==> config.mk <==
export PLATFORM = sky130hd
export DESIGN_NAME = spq_cell
export DESIGN_NICKNAME = d
export VERILOG_FILES = /design/src/hdl/spq_pkg.sv /design/src/hdl/spq_cell.sv
export SDC_FILE = /design/constraint.sdc
export NUM_CORES = 1
export LEC_CHECK = 0
export CAP_MARGIN = 15
export CELL_PAD_IN_SITES_DETAIL_PLACEMENT = 2
export CELL_PAD_IN_SITES_GLOBAL_PLACEMENT = 2
export CORE_MARGIN = 2
export CORE_UTILIZATION = 24
export CTS_CLUSTER_SIZE = 8
export DETAILED_ROUTE_END_ITERATION = 10
export DONT_BUFFER_PORTS = 1
export GPL_ROUTABILITY_DRIVEN = 0
export MAX_ROUTING_LAYER = met4
export PLACE_DENSITY_LB_ADDON = 0.1
export SKIP_LAST_GASP = 1
export SLEW_MARGIN = 10
export SYNTH_ARGS = -nofsm -noshare
export SYNTH_HDL_FRONTEND = slang
export SYNTH_SLANG_ARGS = --single-unit
==> constraint.sdc <==
create_clock -name clock -period 9.2 [get_ports clock]
set_input_delay 1.84 -clock clock [delete_from_list [all_inputs] [get_ports clock]]
set_output_delay 1.84 -clock clock [all_outputs]
set_load 0.005 [all_outputs]
==> src/hdl/spq_pkg.sv <==
// shared types and constants for the stable sorted priority queue
// no dependencies

package spq_pkg;

   localparam int DEFAULT_DEPTH = 128;
   localparam int PRIO_W        = 8;
   localparam int PAYLOAD_W     = 16;
   localparam int OCC_W         = 8;
   localparam int STATUS_W      = 2;

   localparam logic MODE_ENQUEUE = 1'b0;
   localparam logic MODE_DEQUEUE = 1'b1;

   typedef enum logic [STATUS_W-1:0] {
      STATUS_DONE  = 2'd0,
      STATUS_FULL  = 2'd1,
      STATUS_EMPTY = 2'd2
   } status_type;

   typedef enum logic [1:0] {
      OP_HOLD,
      OP_INSERT,
      OP_SHIFT_OUT
   } cell_op_type;

   typedef struct packed {
      logic [PRIO_W-1:0]    prio;
      logic [PAYLOAD_W-1:0] payload;
   } entry_type;

   typedef struct packed {
      cell_op_type op;
      entry_type   fresh;
   } cell_cmd_type;

endpackage

==> src/hdl/spq_cell.sv <==
// one slot of the sorted shift chain: holds an entry, inserts or shifts toward the head
// depends on spq_pkg

module spq_cell import spq_pkg::*; (
   input  logic         clock,
   input  cell_cmd_type cmd,
   input  logic         live,
   input  logic         left_ge,
   input  entry_type    left_entry,
   input  entry_type    right_entry,
   output entry_type    entry,
   output logic         ge
);

   entry_type entry_ff;
   entry_type entry_in;

   assign ge    = live && (entry_ff.prio >= cmd.fresh.prio);
   assign entry = entry_ff;

   always_comb begin
      entry_in = entry_ff;
      case (cmd.op)
         OP_INSERT: begin
            if (ge) begin
               entry_in = entry_ff;
            end else if (left_ge) begin
               entry_in = cmd.fresh;
            end else begin
               entry_in = left_entry;
            end
         end
         OP_SHIFT_OUT: begin
            entry_in = right_entry;
         end
         default: begin
            entry_in = entry_ff;
         end
      endcase
   end

   always_ff @(posedge clock) begin
      entry_ff <= entry_in;
   end

endmodule

==> impl_metrics.tcl, run 1 <==
set metrics [dict create \
    status "completed" \
    drtIter0Drc 38 \
    via_per_inst 4.95 \
    worstSetupStartpointType "input port" \
    overflow 0 \
    grt_max_degree 50 \
    r2r_setup_slack_ns 6.89 \
    combPwrFrac_pct 14.8 \
    numCtsBuffers 3 \
    ctsResizeCount 0 \
    nets 218 \
    io_buffer_count 0 \
    post-route-period-util_pct 53.1 \
    power_w 0.000243 \
    worst_slew_pin_slew_ns 0.921 \
    start_util_pct 24.6 \
    p_clk_share_pct 25.9 \
    mostFrequentLayoutCell "o21ai_0" \
    rsz0062_at_grt "no" \
    hold_viol_final 0 \
    hold_class "reg -> reg" \
    wl_um 3680 \
    relSlewSlack_pct 38.5 \
    drcViolationCount 0 \
    syn_area_um2 1440 \
    cts_hold_buf 0 \
    finClkSkew_ns 0.00135 \
    dieHeight_um 81.5 \
    clock_path_buffers 2 \
    switchingPower_w 0.0000612 \
    drt.antenna.violating_nets 0 \
    track_usage_pct 11.2 \
    synth_cells 135 \
    synth.net_count 220 \
    die_area_um2 6640 \
    yosys_register_bits 24 \
    drv_slew 0 \
    clock-root-buffer "clkbuf_8" \
    clk_latency_ns 0.26 \
    cp-end-kind "output port" \
    yosysSeqAreaShare_pct 50.0 \
    synth_warnings 0 \
    cts.sinks 24 \
    ys.flop_type "edfxtp_1" \
    die_w_um 81.5 \
    layout_common_cells "25 x o21ai_0, 24 x mux2i_1, 24 x nand2_1, 24 x edfxtp_1" \
    fill_cells 652 \
    p_int_w 0.000181 \
    swShare_pct 25.2 \
    io_pins 102 \
    pre_cts_ws_ns 4.31 \
    worst-path-max-fanout 2 \
    first_pass_iters 4 \
    synth_edf_count 24 \
    drive_gt1_share_pct 5.34 \
    critPathKind "in -> out" \
    fmax_mhz 205 \
    cts.reportedPaths.clkPinSlew_ns 0.08 \
    leakage_nw 0.611 \
    async_flop_share_pct 0 \
    vias 1020 \
    cts_max_level 1 \
    grt_pass1_vias 1075 \
    seqPwrFrac_pct 59.3 \
    core_area_um2 5850 \
    post_drt_wl_per_cell_um 17.9 \
    finalWorstPathRequiredPeriod_ns 4.89 \
    antenna_cells 0 \
    area_growth_pct 8.33 \
    avgSynthCellArea_um2 10.7 \
    finalSetupViolations 0 \
    power_density_nw_per_um2 155 \
    cts_tree "built" \
    arrival_ns 3.05 \
    synth.distinct_cells 19 \
    largest_register_ffs 24 \
    grt_pass1_wl_um 5360 \
    antenna_found_initial 0 \
    peakVddDrop_mv 0.0460 \
    required_ns 7.36 \
    place_hpwl_um 2790 \
    placementRows 28 \
    drv_cap 0 \
    post_cts_buffers 0 \
    setup_slack_ns 4.31 \
    tns_ns 0 \
]
-- per-layer routing --
layer / part of all wire, % / routed length, um / global-route usage [%] / vias up
li1: - / - / - / 480
met1: 38 / 1400 / 13.0 / 481
met2: 52 / 1910 / 18.9 / 57
met3: 9.3 / 343 / 3.08 / 2
met4: 0.52 / 19 / 3.56 / 0
met5: 0 / 0 / - / -
-- worst max-delay path, stage by stage --
cell     delay (ns)
inv_1          0.02
ha_1           0.31
a211o_1        0.29
a31oi_1        0.16
nor3_1         0.11
o31a_2         0.31
-- cell type report --
class | instances | area (um^2) | area share, %
repair buffers | 1 | 7.51 | 0.481
well taps | 75 | 93.8 | 6.01
clock buffers | 3 | 41.3 | 2.64
inverters | 8 | 30.0 | 1.92
flip-flops and latches | 24 | 721 | 46.2
multi-input cells | 95 | 668 | 42.8
-- power by group through the flow --
stage	sequential, W	combinational [W]	clock (W)
after global placement	0.000147	0.0000354	0
after CTS	0.000145	0.0000372	0.0000685
after detailed placement	0.000147	0.0000373	0
after floorplan	0.000144	0.0000297	0
after global routing	0.000145	0.0000411	0.0000721
final	0.000144	0.0000359	0.0000628
-- per-stage QoR --
step	instances	hold slack, ns	cell area [um^2]	util (%)
after global placement	203	1.18	1520	26.0
after detailed placement	203	1.20	1520	26.0
after CTS	206	1.21	1560	26.7
final	206	1.17	1560	26.7
after global routing	206	1.25	1560	26.7
after floorplan	135	1.11	1440	-
-- worst paths after layout --
path / from / to / cells past startpoint
worst min register to register: entry[23] / entry[18] / 3
worst max-delay path: cmd[18] / ge / 6
worst min-delay path: entry[23] / entry[18] / 3
worst max register to register: entry[18] / entry[21] / 6
-- cell families after synthesis --
| logic type | Yosys count | share of synthesized area (%) |
|---|---|---|
| simple gates | 33 | 9.38 |
| compound gates | 30 | 12.1 |
| mux | 24 | 16.7 |
| flops | 24 | 50.0 |
| buf+inv | 16 | 4.95 |
| fa+ha+maj | 8 | 6.94 |
-- synthesized netlist by cell type, drive strengths merged (2+ instances only) --
library cell | n | area share (%)
inv | 8 | 2.1
mux2i | 24 | 17
nor2 | 4 | 1.0
nand2 | 24 | 6.3
edfxtp | 24 | 50
nand2b | 2 | 0.87
buf | 5 | 2.1
clkbuf | 3 | 0.78
ha | 8 | 6.9
o21ai | 25 | 8.7
No activity file was read; power rests on OpenSTA's default activity.
==> inputs of run 2 (changes only) <==
- clock period: 9.2 -> 4.3 ns (I/O delays scaled with it)
==> impl_metrics.tcl, run 2 (synthesized netlist as in run 1, its figures left out) <==
set metrics [dict create \
    ctsResizeCount 0 \
    post_cts_buffers 0 \
    clock-root-buffer "clkbuf_8" \
    drive_gt1_share_pct 6.06 \
    placementRows 28 \
    wl_met3_um 353 \
    switchingPower_w 0.000133 \
    highest_layer "met4" \
    ff2ff_path_depth 6 \
    antenna_cells 0 \
    cts.sinks 24 \
    dieHeight_um 81.5 \
    finalSetupViolations 0 \
    core_area_um2 5850 \
    grt_pass1_wl_um 5500 \
    mostFrequentLayoutCell "o21ai_0" \
    critPathKind "in -> out" \
    place_hpwl_um 2810 \
    io_buffer_count 0 \
    combPwrFrac_pct 15.0 \
    critPathMaxStageDelay_ns 0.31 \
    first_pass_iters 2 \
    cts_hold_buf 0 \
    grt_max_degree 50 \
    hold_end "entry[23]" \
    grt_pass1_vias 1108 \
    cts.reportedPaths.clkPinSlew_ns 0.09 \
    relSlewSlack_pct 71.5 \
    drv_slew 0 \
    post-route-period-util_pct 67.7 \
    vias 1028 \
    antenna_found_initial 0 \
    drt.antenna.violating_nets 0 \
    critPathSlowestCell "ha_1" \
    rsz0062_at_grt "no" \
    holdPathStages 2 \
    worstSetupStartpointType "input port" \
    worst-path-max-fanout 2 \
    cts_max_level 1 \
    finalWorstPathRequiredPeriod_ns 2.91 \
    overflow 0 \
    drv_cap 0 \
    status "completed" \
    drcViolationCount 0 \
    post_drt_wl_per_cell_um 18.2 \
    drtIter0Drc 33 \
    track_usage_pct 11.5 \
    start_util_pct 24.6 \
    r2r_setup_slack_ns 2.01 \
    hold_viol_final 0 \
    p_int_w 0.000389 \
    worstPathCellList "inv_1, ha_1, a211o_1, a31oi_1, nor3_1, o31a_2" \
    cp-end-kind "output port" \
    seqPwrFrac_pct 59.0 \
    peakVddDrop_mv 0.126 \
    wl_um 3760 \
    io_pins 102 \
    fmax_mhz 344 \
    r2r-start "entry[18]" \
    clk_latency_ns 0.27 \
    swShare_pct 25.4 \
    nets 219 \
    cts_tree "built" \
    finClkSkew_ns 0.00509 \
    required_ns 3.44 \
    tns_ns 0 \
    p_clk_share_pct 26.0 \
    area_growth_pct 8.85 \
    die_w_um 81.5 \
    hold_class "in -> reg" \
    hold_slack_ns 0.783 \
    clock_path_buffers 2 \
    met1_length_um 1400 \
    min_from "right_entry[23]" \
    largest_register_ffs 24 \
    reg2reg_to "entry[11]" \
    crit_buf_inv 1 \
    power_density_nw_per_um2 332 \
    die_area_um2 6640 \
    worst_slew_pin_slew_ns 0.424 \
    layout_common_cells "25 x o21ai_0, 24 x mux2i_1, 24 x nand2_1, 24 x edfxtp_1" \
    dr_wl_met2_um 1980 \
    path_delay_family "compound AO/OA/AOI/OAI gates" \
    numCtsBuffers 3 \
    leakage_nw 0.616 \
    via_per_inst 4.97 \
    arrival_ns 2.05 \
]
run 2: changes by cell type in the layout (fill, tap and decap cells not counted):
| cell | change |
|---|---|
| buf_4 | +1 |
run 2: worst max-delay path by stage:
stage	from	end	slack (ns)	cells after the start
2_1_floorplan	cmd[18]	entry[0]	0.73	6
3_3_place_gp	cmd[18]	ge	1.41	6
3_5_place_dp	cmd[18]	ge	1.38	6
4_1_cts	cmd[18]	ge	1.38	6
5_1_grt	cmd[18]	ge	1.33	6
6_report	cmd[18]	ge	1.39	6
run 2: routing by layer:
metal	track usage, %	vias up
met3	3.19	2
met1	12.8	492
met5	-	-
li1	-	480
met4	3.56	0
met2	20.0	54
run 2: final cells by class:
type                       count  area [um^2]
fill                         646         4280
sequential                    24          721
multi-input combinational     95          668
tap                           75         93.8
clock buffer                   3         41.3
inverter                       8         30.0
timing repair buffer           2         15.0
run 2: per-stage QoR:
stage	setup slack, ns	util [%]	cells	cell area (um^2)	power (W)
2_1_floorplan	0.731	-	135	1440	0.000372
3_3_place_gp	1.41	26.1	204	1530	0.000391
3_5_place_dp	1.38	26.1	204	1530	0.000395
4_1_cts	1.38	26.8	207	1570	0.000540
5_1_grt	1.33	26.8	207	1570	0.000555
6_report	1.39	26.8	207	1570	0.000521
run 2: power by group through the flow:
stage / clock network [W] / registers (W) / logic, W
CTS: 0.000150 / 0.000309 / 0.0000806
floorplan: 0 / 0.000308 / 0.0000635
global placement: 0 / 0.000314 / 0.0000765
detailed placement: 0 / 0.000314 / 0.0000807
global route: 0.000155 / 0.000311 / 0.0000892
finish: 0.000136 / 0.000308 / 0.0000780
run 2: worst register-to-register path: cells and delay by family (launching register included):
| family | cells | cell delay (ns) |
|---|---|---|
| fa+ha+maj | 1 | 0.32 |
| simple gates | 1 | 0.11 |
| buf+inv | 1 | 0.39 |
| compound gates | 3 | 0.71 |
| flops | 1 | 0.43 |
==> inputs of run 3 (changes only) <==
- clock period: 4.3 -> 2.97 ns (I/O delays scaled with it)
==> impl_metrics.tcl, run 3 (synthesized netlist as in run 1, its figures left out) <==
set metrics [dict create \
    track_usage_pct 11.4 \
    placementRows 28 \
    critPathMaxStageDelay_ns 0.43 \
    io_buffer_count 0 \
    clock-root-buffer "clkbuf_8" \
    peakVddDrop_mv 0.150 \
    numCtsBuffers 3 \
    finClkSkew_ns 0.00233 \
    clk_latency_ns 0.26 \
    drv_slew 0 \
    worst_slew_pin_slew_ns 0.452 \
    finalWorstPathRequiredPeriod_ns 2.50 \
    cts.sinks 24 \
    required_ns 2.38 \
    cts.reportedPaths.clkPinSlew_ns 0.08 \
    power_density_nw_per_um2 475 \
    drv_cap 0 \
    dieHeight_um 81.5 \
    reg2reg_to "entry[9]" \
    cts_tree "built" \
    cts_max_level 1 \
    nets 220 \
    io_pins 102 \
    drive_gt1_share_pct 6.77 \
    worst-path-max-fanout 2 \
    p_clk_share_pct 25.2 \
    clock_path_buffers 2 \
    worstPathCellList "ha_1, a211o_1, a31oi_1, nor3_1, o31a_2" \
    hold_end "entry[7]" \
    drtIter0Drc 31 \
    drcViolationCount 0 \
    worstSetupStartpointType "flop" \
    first_pass_iters 3 \
    hold_class "in -> reg" \
    combPwrFrac_pct 15.2 \
    pre_cts_ws_ns 0.501 \
    post_cts_buffers 0 \
    setup_slack_ns 0.468 \
    grt_pass1_vias 1116 \
    switchingPower_w 0.000185 \
    status "completed" \
    critPathSlowestCell "edfxtp_1" \
    holdPathStages 2 \
    core_area_um2 5850 \
    place_hpwl_um 3070 \
    seqPwrFrac_pct 59.6 \
    largest_register_ffs 24 \
    cp-end-kind "output port" \
    grt_pass1_wl_um 5420 \
    arrival_ns 1.91 \
    finalSetupViolations 0 \
    r2r_setup_slack_ns 0.74 \
    p_int_w 0.000564 \
    r2r-start "entry[18]" \
    power_w 0.000749 \
    area_growth_pct 9.37 \
    rsz0062_at_grt "no" \
    start_util_pct 24.6 \
    antenna_cells 0 \
    ctsResizeCount 0 \
    vias 1014 \
    tns_ns 0 \
    ff2ff_path_depth 6 \
    grt_max_degree 29 \
    via_per_inst 4.88 \
    overflow 0 \
    die_w_um 81.5 \
    critPathKind "reg -> out" \
    placed_area_um2 1540 \
    swShare_pct 24.7 \
    post-route-period-util_pct 84.3 \
    fmax_mhz 400 \
    antenna_found_initial 0 \
    mostFrequentLayoutCell "o21ai_0" \
    post_drt_wl_per_cell_um 18.2 \
    die_area_um2 6640 \
    drt.antenna.violating_nets 0 \
    hold_viol_final 0 \
    relSlewSlack_pct 69.8 \
    leakage_nw 0.621 \
    cts_hold_buf 0 \
    stdcell_area_um2 1580 \
    min_from "right_entry[7]" \
    wl_um 3780 \
    layout_common_cells "25 x o21ai_0, 24 x mux2i_1, 24 x nand2_1, 24 x edfxtp_1" \
]
-- run 3: cell count changes in the layout (fill, tap and decap cells not counted), sizes merged --
| cell | before | now |
|---|---|---|
| buf | 2 | 3 |
-- run 3: worst max-delay path, delay by kind of cell, from the launching register on --
| kind | cells | cell delay, ns |
|---|---|---|
| flops | 1 | 0.43 |
| fa+ha+maj | 1 | 0.31 |
| compound gates | 3 | 0.79 |
| simple gates | 1 | 0.12 |
-- run 3: through the flow --
stage | hold WS, ns | cells | util, %
floorplan | 0.781 | 135 | -
detailed placement | 0.796 | 205 | 26.2
finish | 0.525 | 208 | 26.9
CTS | 0.515 | 208 | 26.9
global route | 0.528 | 208 | 26.9
global placement | 0.790 | 205 | 26.2
-- run 3: per-layer routing --
layer	vias to the layer above	part of all wire (%)	GRT usage, %
met1	476	40	13.2
met3	2	8.4	2.42
li1	481	-	-
met2	55	52	19.7
met5	-	0	-
met4	0	0.50	3.56
-- run 3: power groups by stage --
stage                     sequential [W]  clock (W)  combinational [W]
after floorplan                 0.000446          0          0.0000952
after global placement          0.000456          0           0.000113
after detailed placement        0.000455          0           0.000119
after CTS                       0.000448   0.000203           0.000119
after global routing            0.000450   0.000218           0.000131
final                           0.000446   0.000189           0.000114
-- run 3: final cells by class --
type,count,area (um^2)
Multi-Input combinational cell,95,668
Clock buffer,3,41.3
Fill cell,647,4270
Sequential cell,24,721
Timing Repair Buffer,3,22.5
Tap cell,75,93.8
Inverter,8,30.0
-- run 3: how the worst max path moves through the flow --
stage          depth (start not counted)       from       end
2_1_floorplan                          6    cmd[18]  entry[0]
3_3_place_gp                           7    cmd[18]  entry[9]
3_5_place_dp                           7    cmd[18]  entry[9]
4_1_cts                                5  entry[18]        ge
5_1_grt                                5  entry[18]        ge
6_report                               5  entry[18]        ge
